<file path="src/sfr_pkg.sv">
// Shared types and constants for the sync frame receiver.
package sfr_pkg;

  localparam logic [7:0] SYNC_FIRST  = 8'hAA;
  localparam logic [7:0] SYNC_SECOND = 8'h55;

  localparam logic OP_RX   = 1'b0;
  localparam logic OP_READ = 1'b1;

  typedef enum logic [2:0] {
    PH_HUNT    = 3'd0,
    PH_SYNC1   = 3'd1,
    PH_LENGTH  = 3'd2,
    PH_PAYLOAD = 3'd3,
    PH_CHECK   = 3'd4
  } phase_t;

  typedef struct packed {
    logic       packet_ready;
    logic       checksum_bad;
    logic [7:0] frame_length;
    phase_t     parser_state;
  } result_t;

  typedef struct packed {
    logic       wr_en;
    logic [7:0] wr_addr;
    logic [7:0] wr_data;
    logic       rd_en;
    logic       rd_sel;
    logic [7:0] rd_addr;
  } mem_req_t;

endpackage

</file>
<file path="src/sfr_if.sv">
// Valid/ready channel interfaces for input and result beats.
interface sfr_in_if;
  logic       valid;
  logic       ready;
  logic       op;
  logic [7:0] rx_byte;
  logic [7:0] read_index;

  modport source (output valid, output op, output rx_byte, output read_index, input ready);
  modport sink   (input valid, input op, input rx_byte, input read_index, output ready);
endinterface

interface sfr_out_if;
  logic       valid;
  logic       ready;
  logic       packet_ready;
  logic       checksum_bad;
  logic [7:0] frame_length;
  logic [2:0] parser_state;
  logic [7:0] read_data;

  modport source (output valid, output packet_ready, output checksum_bad,
                  output frame_length, output parser_state, output read_data, input ready);
  modport sink   (input valid, input packet_ready, input checksum_bad,
                  input frame_length, input parser_state, input read_data, output ready);
endinterface

</file>
<file path="src/sfr_parser.sv">
// Frame parser state machine with running XOR and buffer access requests.
module sfr_parser (
  input  logic             clk,
  input  logic             rst_n,
  input  logic             accept,
  input  logic             op,
  input  logic [7:0]       rx_byte,
  input  logic [7:0]       read_index,
  output sfr_pkg::result_t result,
  output sfr_pkg::mem_req_t mem_req
);
  import sfr_pkg::*;

  phase_t     phase_r, phase_nxt;
  logic [7:0] len_r, len_nxt;
  logic [7:0] pos_r, pos_nxt;
  logic [7:0] xor_r, xor_nxt;
  logic [7:0] pos_inc;

  assign pos_inc = pos_r + 8'd1;

  always_comb begin
    phase_nxt = phase_r;
    len_nxt   = len_r;
    pos_nxt   = pos_r;
    xor_nxt   = xor_r;
    if (op == OP_RX) begin
      unique case (phase_r)
        PH_HUNT: begin
          if (rx_byte == SYNC_FIRST) phase_nxt = PH_SYNC1;
        end
        PH_SYNC1: begin
          if (rx_byte == SYNC_SECOND) phase_nxt = PH_LENGTH;
        end
        PH_LENGTH: begin
          len_nxt   = rx_byte;
          pos_nxt   = '0;
          xor_nxt   = rx_byte;
          phase_nxt = (rx_byte == 8'd0) ? PH_CHECK : PH_PAYLOAD;
        end
        PH_PAYLOAD: begin
          xor_nxt = xor_r ^ rx_byte;
          pos_nxt = pos_inc;
          if (pos_inc == len_r) phase_nxt = PH_CHECK;
        end
        PH_CHECK: begin
          phase_nxt = PH_HUNT;
        end
        default: begin
          phase_nxt = PH_HUNT;
        end
      endcase
    end
  end

  always_comb begin
    result.packet_ready = 1'b0;
    result.checksum_bad = 1'b0;
    result.frame_length = len_nxt;
    result.parser_state = phase_nxt;
    if (op == OP_RX && phase_r == PH_CHECK) begin
      result.packet_ready = ((xor_r ^ rx_byte) == 8'd0);
      result.checksum_bad = ((xor_r ^ rx_byte) != 8'd0);
    end
    mem_req.wr_en   = accept && op == OP_RX && phase_r == PH_PAYLOAD;
    mem_req.wr_addr = pos_r;
    mem_req.wr_data = rx_byte;
    mem_req.rd_en   = accept;
    mem_req.rd_sel  = (op == OP_READ);
    mem_req.rd_addr = read_index;
  end

  always_ff @(posedge clk) begin
    if (!rst_n) begin
      phase_r <= PH_HUNT;
      len_r   <= '0;
      pos_r   <= '0;
      xor_r   <= '0;
    end else if (accept) begin
      phase_r <= phase_nxt;
      len_r   <= len_nxt;
      pos_r   <= pos_nxt;
      xor_r   <= xor_nxt;
    end
  end

endmodule

</file>
<file path="src/sfr_payload_mem.sv">
// Payload buffer: one write port, one registered read port.
module sfr_payload_mem #(
  parameter int BUF_DEPTH = 256
) (
  input  logic              clk,
  input  logic              rst_n,
  input  sfr_pkg::mem_req_t mem_req,
  output logic [7:0]        rd_data
);
  import sfr_pkg::*;

  localparam int AW = (BUF_DEPTH > 1) ? $clog2(BUF_DEPTH) : 1;

  logic [7:0] mem [BUF_DEPTH];
  logic [7:0] q_r;
  logic       hit_r;
  logic       wr_in_range;
  logic       rd_in_range;

  assign wr_in_range = {1'b0, mem_req.wr_addr} < 9'(BUF_DEPTH);
  assign rd_in_range = {1'b0, mem_req.rd_addr} < 9'(BUF_DEPTH);

  always_ff @(posedge clk) begin
    if (mem_req.wr_en && wr_in_range) begin
      mem[mem_req.wr_addr[AW-1:0]] <= mem_req.wr_data;
    end
  end

  always_ff @(posedge clk) begin
    if (mem_req.rd_en) begin
      q_r <= mem[mem_req.rd_addr[AW-1:0]];
    end
  end

  always_ff @(posedge clk) begin
    if (!rst_n) begin
      hit_r <= 1'b0;
    end else if (mem_req.rd_en) begin
      hit_r <= mem_req.rd_sel && rd_in_range;
    end
  end

  assign rd_data = hit_r ? q_r : 8'd0;

endmodule

</file>
<file path="src/sync_frame_receiver_xor_check_unit.sv">
// Top level of the two-byte sync deframer with XOR checksum.
// An accepted input beat's result is held in s1_res_r, then in s2_res_r at the output.
// Throughput: one beat per cycle unless stalled; one buffer write and read per cycle.
// A stalled output holds one result and one more in flight before input ready drops.
// Reset clears parser state and pipeline valids; the payload buffer is not cleared.
module sync_frame_receiver_xor_check_unit #(
  parameter int BUF_DEPTH = 256
) (
  input  logic    clk,
  input  logic    rst_n,
  sfr_in_if.sink  in_ch,
  sfr_out_if.source out_ch
);
  import sfr_pkg::*;

  result_t    res;
  mem_req_t   mem_req;
  logic [7:0] rd_data;
  logic       accept;
  logic       s2_load;

  logic       s1_valid_r, s1_valid_nxt;
  result_t    s1_res_r;
  logic       s2_valid_r, s2_valid_nxt;
  result_t    s2_res_r;
  logic [7:0] s2_rdata_r;

  assign s2_load     = s1_valid_r && (!s2_valid_r || out_ch.ready);
  assign in_ch.ready = !s1_valid_r || s2_load;
  assign accept      = in_ch.valid && in_ch.ready;

  sfr_parser u_parser (
    .clk        (clk),
    .rst_n      (rst_n),
    .accept     (accept),
    .op         (in_ch.op),
    .rx_byte    (in_ch.rx_byte),
    .read_index (in_ch.read_index),
    .result     (res),
    .mem_req    (mem_req)
  );

  sfr_payload_mem #(.BUF_DEPTH(BUF_DEPTH)) u_mem (
    .clk     (clk),
    .rst_n   (rst_n),
    .mem_req (mem_req),
    .rd_data (rd_data)
  );

  always_comb begin
    s1_valid_nxt = s1_valid_r;
    if (accept) s1_valid_nxt = 1'b1;
    else if (s2_load) s1_valid_nxt = 1'b0;
    s2_valid_nxt = s2_valid_r;
    if (s2_load) s2_valid_nxt = 1'b1;
    else if (out_ch.ready) s2_valid_nxt = 1'b0;
  end

  always_ff @(posedge clk) begin
    if (!rst_n) begin
      s1_valid_r <= 1'b0;
      s2_valid_r <= 1'b0;
    end else begin
      s1_valid_r <= s1_valid_nxt;
      s2_valid_r <= s2_valid_nxt;
    end
  end

  always_ff @(posedge clk) begin
    if (accept) s1_res_r <= res;
    if (s2_load) begin
      s2_res_r   <= s1_res_r;
      s2_rdata_r <= rd_data;
    end
  end

  assign out_ch.valid        = s2_valid_r;
  assign out_ch.packet_ready = s2_res_r.packet_ready;
  assign out_ch.checksum_bad = s2_res_r.checksum_bad;
  assign out_ch.frame_length = s2_res_r.frame_length;
  assign out_ch.parser_state = s2_res_r.parser_state;
  assign out_ch.read_data    = s2_rdata_r;

endmodule

</file>
<file path="src/flat_wrapper.sv">
// flat-port wrapper written by rule: the top's interface ports become plain ports
module sync_frame_receiver_xor_check_unit_flat import sfr_pkg::*;
#(
  parameter int BUF_DEPTH = 256
)
  (clk, rst_n, in_ch_valid, in_ch_op, in_ch_rx_byte, in_ch_read_index, in_ch_ready, out_ch_valid, out_ch_packet_ready, out_ch_checksum_bad, out_ch_frame_length, out_ch_parser_state, out_ch_read_data, out_ch_ready);
  sfr_in_if in_ch_i ();
  sfr_out_if out_ch_i ();
  input  logic clk;
  input  logic rst_n;
  input wire logic [$bits(in_ch_i.valid)-1:0] in_ch_valid;
  input wire logic [$bits(in_ch_i.op)-1:0] in_ch_op;
  input wire logic [$bits(in_ch_i.rx_byte)-1:0] in_ch_rx_byte;
  input wire logic [$bits(in_ch_i.read_index)-1:0] in_ch_read_index;
  output wire logic [$bits(in_ch_i.ready)-1:0] in_ch_ready;
  output wire logic [$bits(out_ch_i.valid)-1:0] out_ch_valid;
  output wire logic [$bits(out_ch_i.packet_ready)-1:0] out_ch_packet_ready;
  output wire logic [$bits(out_ch_i.checksum_bad)-1:0] out_ch_checksum_bad;
  output wire logic [$bits(out_ch_i.frame_length)-1:0] out_ch_frame_length;
  output wire logic [$bits(out_ch_i.parser_state)-1:0] out_ch_parser_state;
  output wire logic [$bits(out_ch_i.read_data)-1:0] out_ch_read_data;
  input wire logic [$bits(out_ch_i.ready)-1:0] out_ch_ready;
  assign in_ch_i.valid = in_ch_valid;
  assign in_ch_i.op = in_ch_op;
  assign in_ch_i.rx_byte = in_ch_rx_byte;
  assign in_ch_i.read_index = in_ch_read_index;
  assign in_ch_ready = in_ch_i.ready;
  assign out_ch_valid = out_ch_i.valid;
  assign out_ch_packet_ready = out_ch_i.packet_ready;
  assign out_ch_checksum_bad = out_ch_i.checksum_bad;
  assign out_ch_frame_length = out_ch_i.frame_length;
  assign out_ch_parser_state = out_ch_i.parser_state;
  assign out_ch_read_data = out_ch_i.read_data;
  assign out_ch_i.ready = out_ch_ready;
  sync_frame_receiver_xor_check_unit #(.BUF_DEPTH(BUF_DEPTH)) u_core (.clk(clk), .rst_n(rst_n), .in_ch(in_ch_i), .out_ch(out_ch_i));
endmodule
</file>
<file path="config.mk">
export PLATFORM = sky130hd
export DESIGN_NAME = sync_frame_receiver_xor_check_unit_flat
export DESIGN_NICKNAME = d
export VERILOG_FILES = /design/src/sfr_pkg.sv /design/src/sfr_if.sv /design/src/sfr_parser.sv /design/src/sfr_payload_mem.sv /design/src/sync_frame_receiver_xor_check_unit.sv /design/src/flat_wrapper.sv
export SDC_FILE = /design/constraint.sdc
export NUM_CORES = 2
export LEC_CHECK = 0
export BUFFER_PORTS_ARGS = -buffer_cell sky130_fd_sc_hd__buf_2
export CORE_MARGIN = 2
export CORE_UTILIZATION = 57
export CTS_CLUSTER_SIZE = 10
export DETAILED_ROUTE_END_ITERATION = 8
export GPL_TIMING_DRIVEN = 0
export HOLD_SLACK_MARGIN = 0.06
export PLACE_DENSITY = 0.75
export SLEW_MARGIN = 25
export SYNTH_ARGS = -nofsm -noshare
export SYNTH_HDL_FRONTEND = slang
export SYNTH_HIERARCHICAL = 1
export SYNTH_SLANG_ARGS = --single-unit
</file>
<file path="constraint.sdc">
create_clock -name clk -period 4.3 [get_ports clk]
set_input_delay 0.645 -clock clk [delete_from_list [all_inputs] [get_ports clk]]
set_output_delay 0.645 -clock clk [all_outputs]
set_load 0.02 [all_outputs]
</file>
==> metrics.txt <==
cell count after synthesis=approximately 4000; simple-gate share of the synthesized area=roughly 3.4%; Leakage=approximately 29 nW; total number of vias=46300; Crit path largest cell delay=790 ps; Cell Rows=139; Worst-Skew Late Latency=870 ps; Final Hold Slack=between 100 and 150 ps; largest family of logic cells by synthesized area=multiplexers; number of global-route vias before repair=about 44000; initial DRC count=8522; CP Data Arrival Time=4700 ps; Comb power frac=between 5 and 6%; HP Class=in2reg; reg2reg path depth=10; Synth Area in XOR/XNOR=0.169%; list of most frequent post-synthesis cells=edfxtp_1 (2090), mux4_2 (432), nor2_1 (307), mux2i_1 (167), a22oi_1 (156); placed inst area=0.0862 sq mm; RSZ-0062 raised after global routing=false; Slew @ Worst Pin=approximately 1300 ps; Final Non-Filler Cells=about 6300; mux cell area share after synthesis=between 10% and 20%; top cell family by delay on the critical path=buffers and inverters; layout cells sized above 1=25.1%; Core ar.=0.144 sq mm; Synth area leaders=edfxtp_1 (76%), mux4_2 (12%), mux2i_1 (2.0%), a22oi_1 (1.4%), nor2_1 (1.4%); flop2flop setup slack=about 130 ps; Pins Over Slew Limit=0; share of the synthesized area in the top cell type=between 70% and 80%; Final setup viols=0; Int Power=approximately 33 mW; clock root buffer=clkbuf_16; number of CTS-inserted buffers=around 230; CP max stage cell=clkbuf_1; CTS H-tree lvls=4; CTS tree=done; Max-Cap Viols=0; DIE AREA=0.148 sq mm; Max Buffers Root-to-Sink=3; post-synthesis cell type count=between 70 and 80; top-count cell post-synth=edfxtp_1; Die W=385 microns; global-route wire length before repair=approximately 350 mm; crit-path cells=buf_4 -> and2_1 -> buf_2 -> clkbuf_1 -> clkbuf_1 -> a22oi_1 -> a21oi_1 -> nor4_1 -> nor4_1; drt wl/cell=40.0 microns; number of synthesized flops with an enable pin=roughly 2100; area growth from synthesis to layout=12.5%; post-synthesis adder-cell area fraction=less than 1%; CP endpoint kind=flip-flop; clock power share=between 40% and 50%; FF-to-FF Start=u_core/out_ch.valid; # IOs=44; Clock transition at path regs=approximately 50 ps; complex-gate fraction of the synthesized area=3.99%; post-synthesis register bit count=between 2000 and 2500; clk sinks=roughly 2100; post-route cell area=0.0931 sq mm; syn_nets=4106; hold path startpoint=out_ch_ready; Core Util, Final=64.7%; grt total ovfl=0; max_slew headroom=between 10% and 20%; YS warnings=6; startpoint types=primary input; Synth area leader=edfxtp_1; Placed Cells=6050; sequential share of power=53.8%; drt drc=0; crit-path max FO=10; GP Congestion=0.982; Sw Share=a little over a fifth; DPL Wire Length=166 mm; R2R Path End=u_core/u_mem/mem[81][7]; effective utilization at floorplan=57.5%; final-report hold violation count=0; number of port buffers=34; global-route total usage across every layer=roughly 35%; Synth Flop Type=edfxtp_1; asr flop ratio synth=0%; Mapped Area=between 0.08 and 0.09 sq mm; worst clock skew=49.9 ps; ANT nets after route=0; Sw Pwr=around 9 mW; crit path kind=in2reg; CP Buf/Inv Count=4; sequential area share after synthesis=between 70% and 80%; pwr dens=between 400 and 500 mW/mm^2; Crit path depth=9; drt first pass iters=7; drt total wl=roughly 250 mm; Fillers=just over 9000; VDD IR max=between 0.4 and 0.5 mV; antenna violations before repair=9; Die Ht=385 microns; outcome=finished clean; Critical Path Start=in_ch_read_index[3]; Fmax=approximately 240 MHz; CP required=roughly 4800 ps; CP Capture Point=u_core/u_mem/q_r[1]; Final Cycle Share=between 90% and 100%; pin count of the biggest net entering global routing=about 130; fin crit period=4180 ps; Final #Nets=between 4000 and 5000; mean number of vias per cell=about 7.3; synthesized area per cell=20.3 sq um
cell usage in the layout, fill, tap and decap left out, types with 18 or more instances in the layout:
cell type  Yosys  final
a21oi_1      105    104
a221oi_1      19     19
a22o_1        18     18
a22oi_1      156    156
buf_16         0     26
buf_2         48     87
buf_4         42     39
buf_6         39     40
clkbuf_1     122    125
clkbuf_16      0    232
clkbuf_2       0     23
dfxtp_1       30     30
edfxtp_1    2090   2090
mux2i_1      167    167
mux4_2       432    432
nand2_1       66     65
nand3_1       49     46
nand4_1       18     18
nor2_1       307    156
nor2_2         0    120
nor2_4         0     31
nor2b_1       23     22
nor3_1        22     22
nor4_1        28     27
o21ai_0       27     27
o221ai_1      32     32
o22ai_1       46     46
cell type report:
| cell class | count | area [sq um] | share of cell area [%] |
|---|---|---|---|
| multi-input cells | 1686 | 18300 | 19.7 |
| clock buffers | 260 | 5910 | 6.35 |
| clock inverters | 16 | 344 | 0.370 |
| flip-flops and latches | 2120 | 63400 | 68.1 |
| diodes | 5 | 12.5 | 0.0134 |
| repair buffers | 71 | 995 | 1.07 |
| inverters | 7 | 30.0 | 0.0323 |
| well taps | 1903 | 2380 | 2.56 |
| plain buffers | 270 | 1730 | 1.86 |
power groups by stage:
stage | Clock (mW) | Combinational [mW] | Sequential (mW)
2_1_floorplan | 0 | 1.19 | 23.2
3_3_place_gp | 0 | 2.13 | 23.2
3_5_place_dp | 0 | 2.25 | 23.2
4_1_cts | 17.3 | 2.26 | 22.7
5_1_grt | 18.0 | 2.36 | 22.7
6_report | 17.2 | 2.36 | 22.7
stage by stage:
| step | TNS [ps] | total power [mW] | setup slack, ps |
|---|---|---|---|
| detailed placement | -1531290 | 25.4 | -1420 |
| global placement | -4487640 | 25.3 | -2820 |
| global route | 0 | 43.1 | 87.2 |
| finish | 0 | 42.3 | 116 |
| floorplan | 0 | 24.4 | 98.3 |
| CTS | -34410 | 42.3 | -212 |
state kept, by name, indices dropped and copies added, names as in the netlist, 8 cells and up:
name and count:
u_core/u_mem/q_r 8, u_core/u_parser/pos_r 8, u_core/u_parser/len_r 8, u_core/u_parser/xor_r 8, u_core/out_ch.frame_length 8, u_core/out_ch.read_data 8
u_core/u_mem/mem 2048, u_core/s1_res_r 13
layer usage:
layer  wire length (microns)  global-route usage (%)  share of wire, %  vias to the layer above
li1                        -                       -                 -                    17500
met1                   82100                    44.1                32                    23600
met2                  112000                    50.3                44                     4274
met3                   38500                    12.6                15                      967
met4                   21100                    22.5               8.3                        4
met5                      21                       0            0.0083                        -
worst min-delay path by stage:
stage	to	slack [ps]	cells after the start
global placement	u_core/out_ch.checksum_bad	410	0
global route	u_core/s1_valid_r	130	3
detailed placement	u_core/out_ch.frame_length[3]	400	0
CTS	u_core/s1_valid_r	90	3
finish	u_core/s1_valid_r	140	3
floorplan	u_core/out_ch.checksum_bad	400	0
worst register-to-register path, delay by kind of cell (launching register included):
family,cells,cell delay [ps]
buffers and inverters,4,1530
flip-flops,1,340
AND/OR/NAND/NOR,5,1630
AO/OA/AOI/OAI,1,280
cell families after synthesis:
group / after synthesis
buffers and inverters: 278
flip-flops: 2120
AO/OA/AOI/OAI: 476
XOR/XNOR: 16
adder cells (fa/ha/maj): 1
AND/OR/NAND/NOR: 585
multiplexers: 608
timing repair:
item / in CTS / in global routing
hold buffers: 3 / 0
endpoints found under the setup margin: 1819 / 1272
hold endpoints to repair: 3 / 0
setup buffers: 5 / 0
gates resized for setup: 138 / 30
pin swaps: 2 / 0
Power figures use the tool's default switching activity.
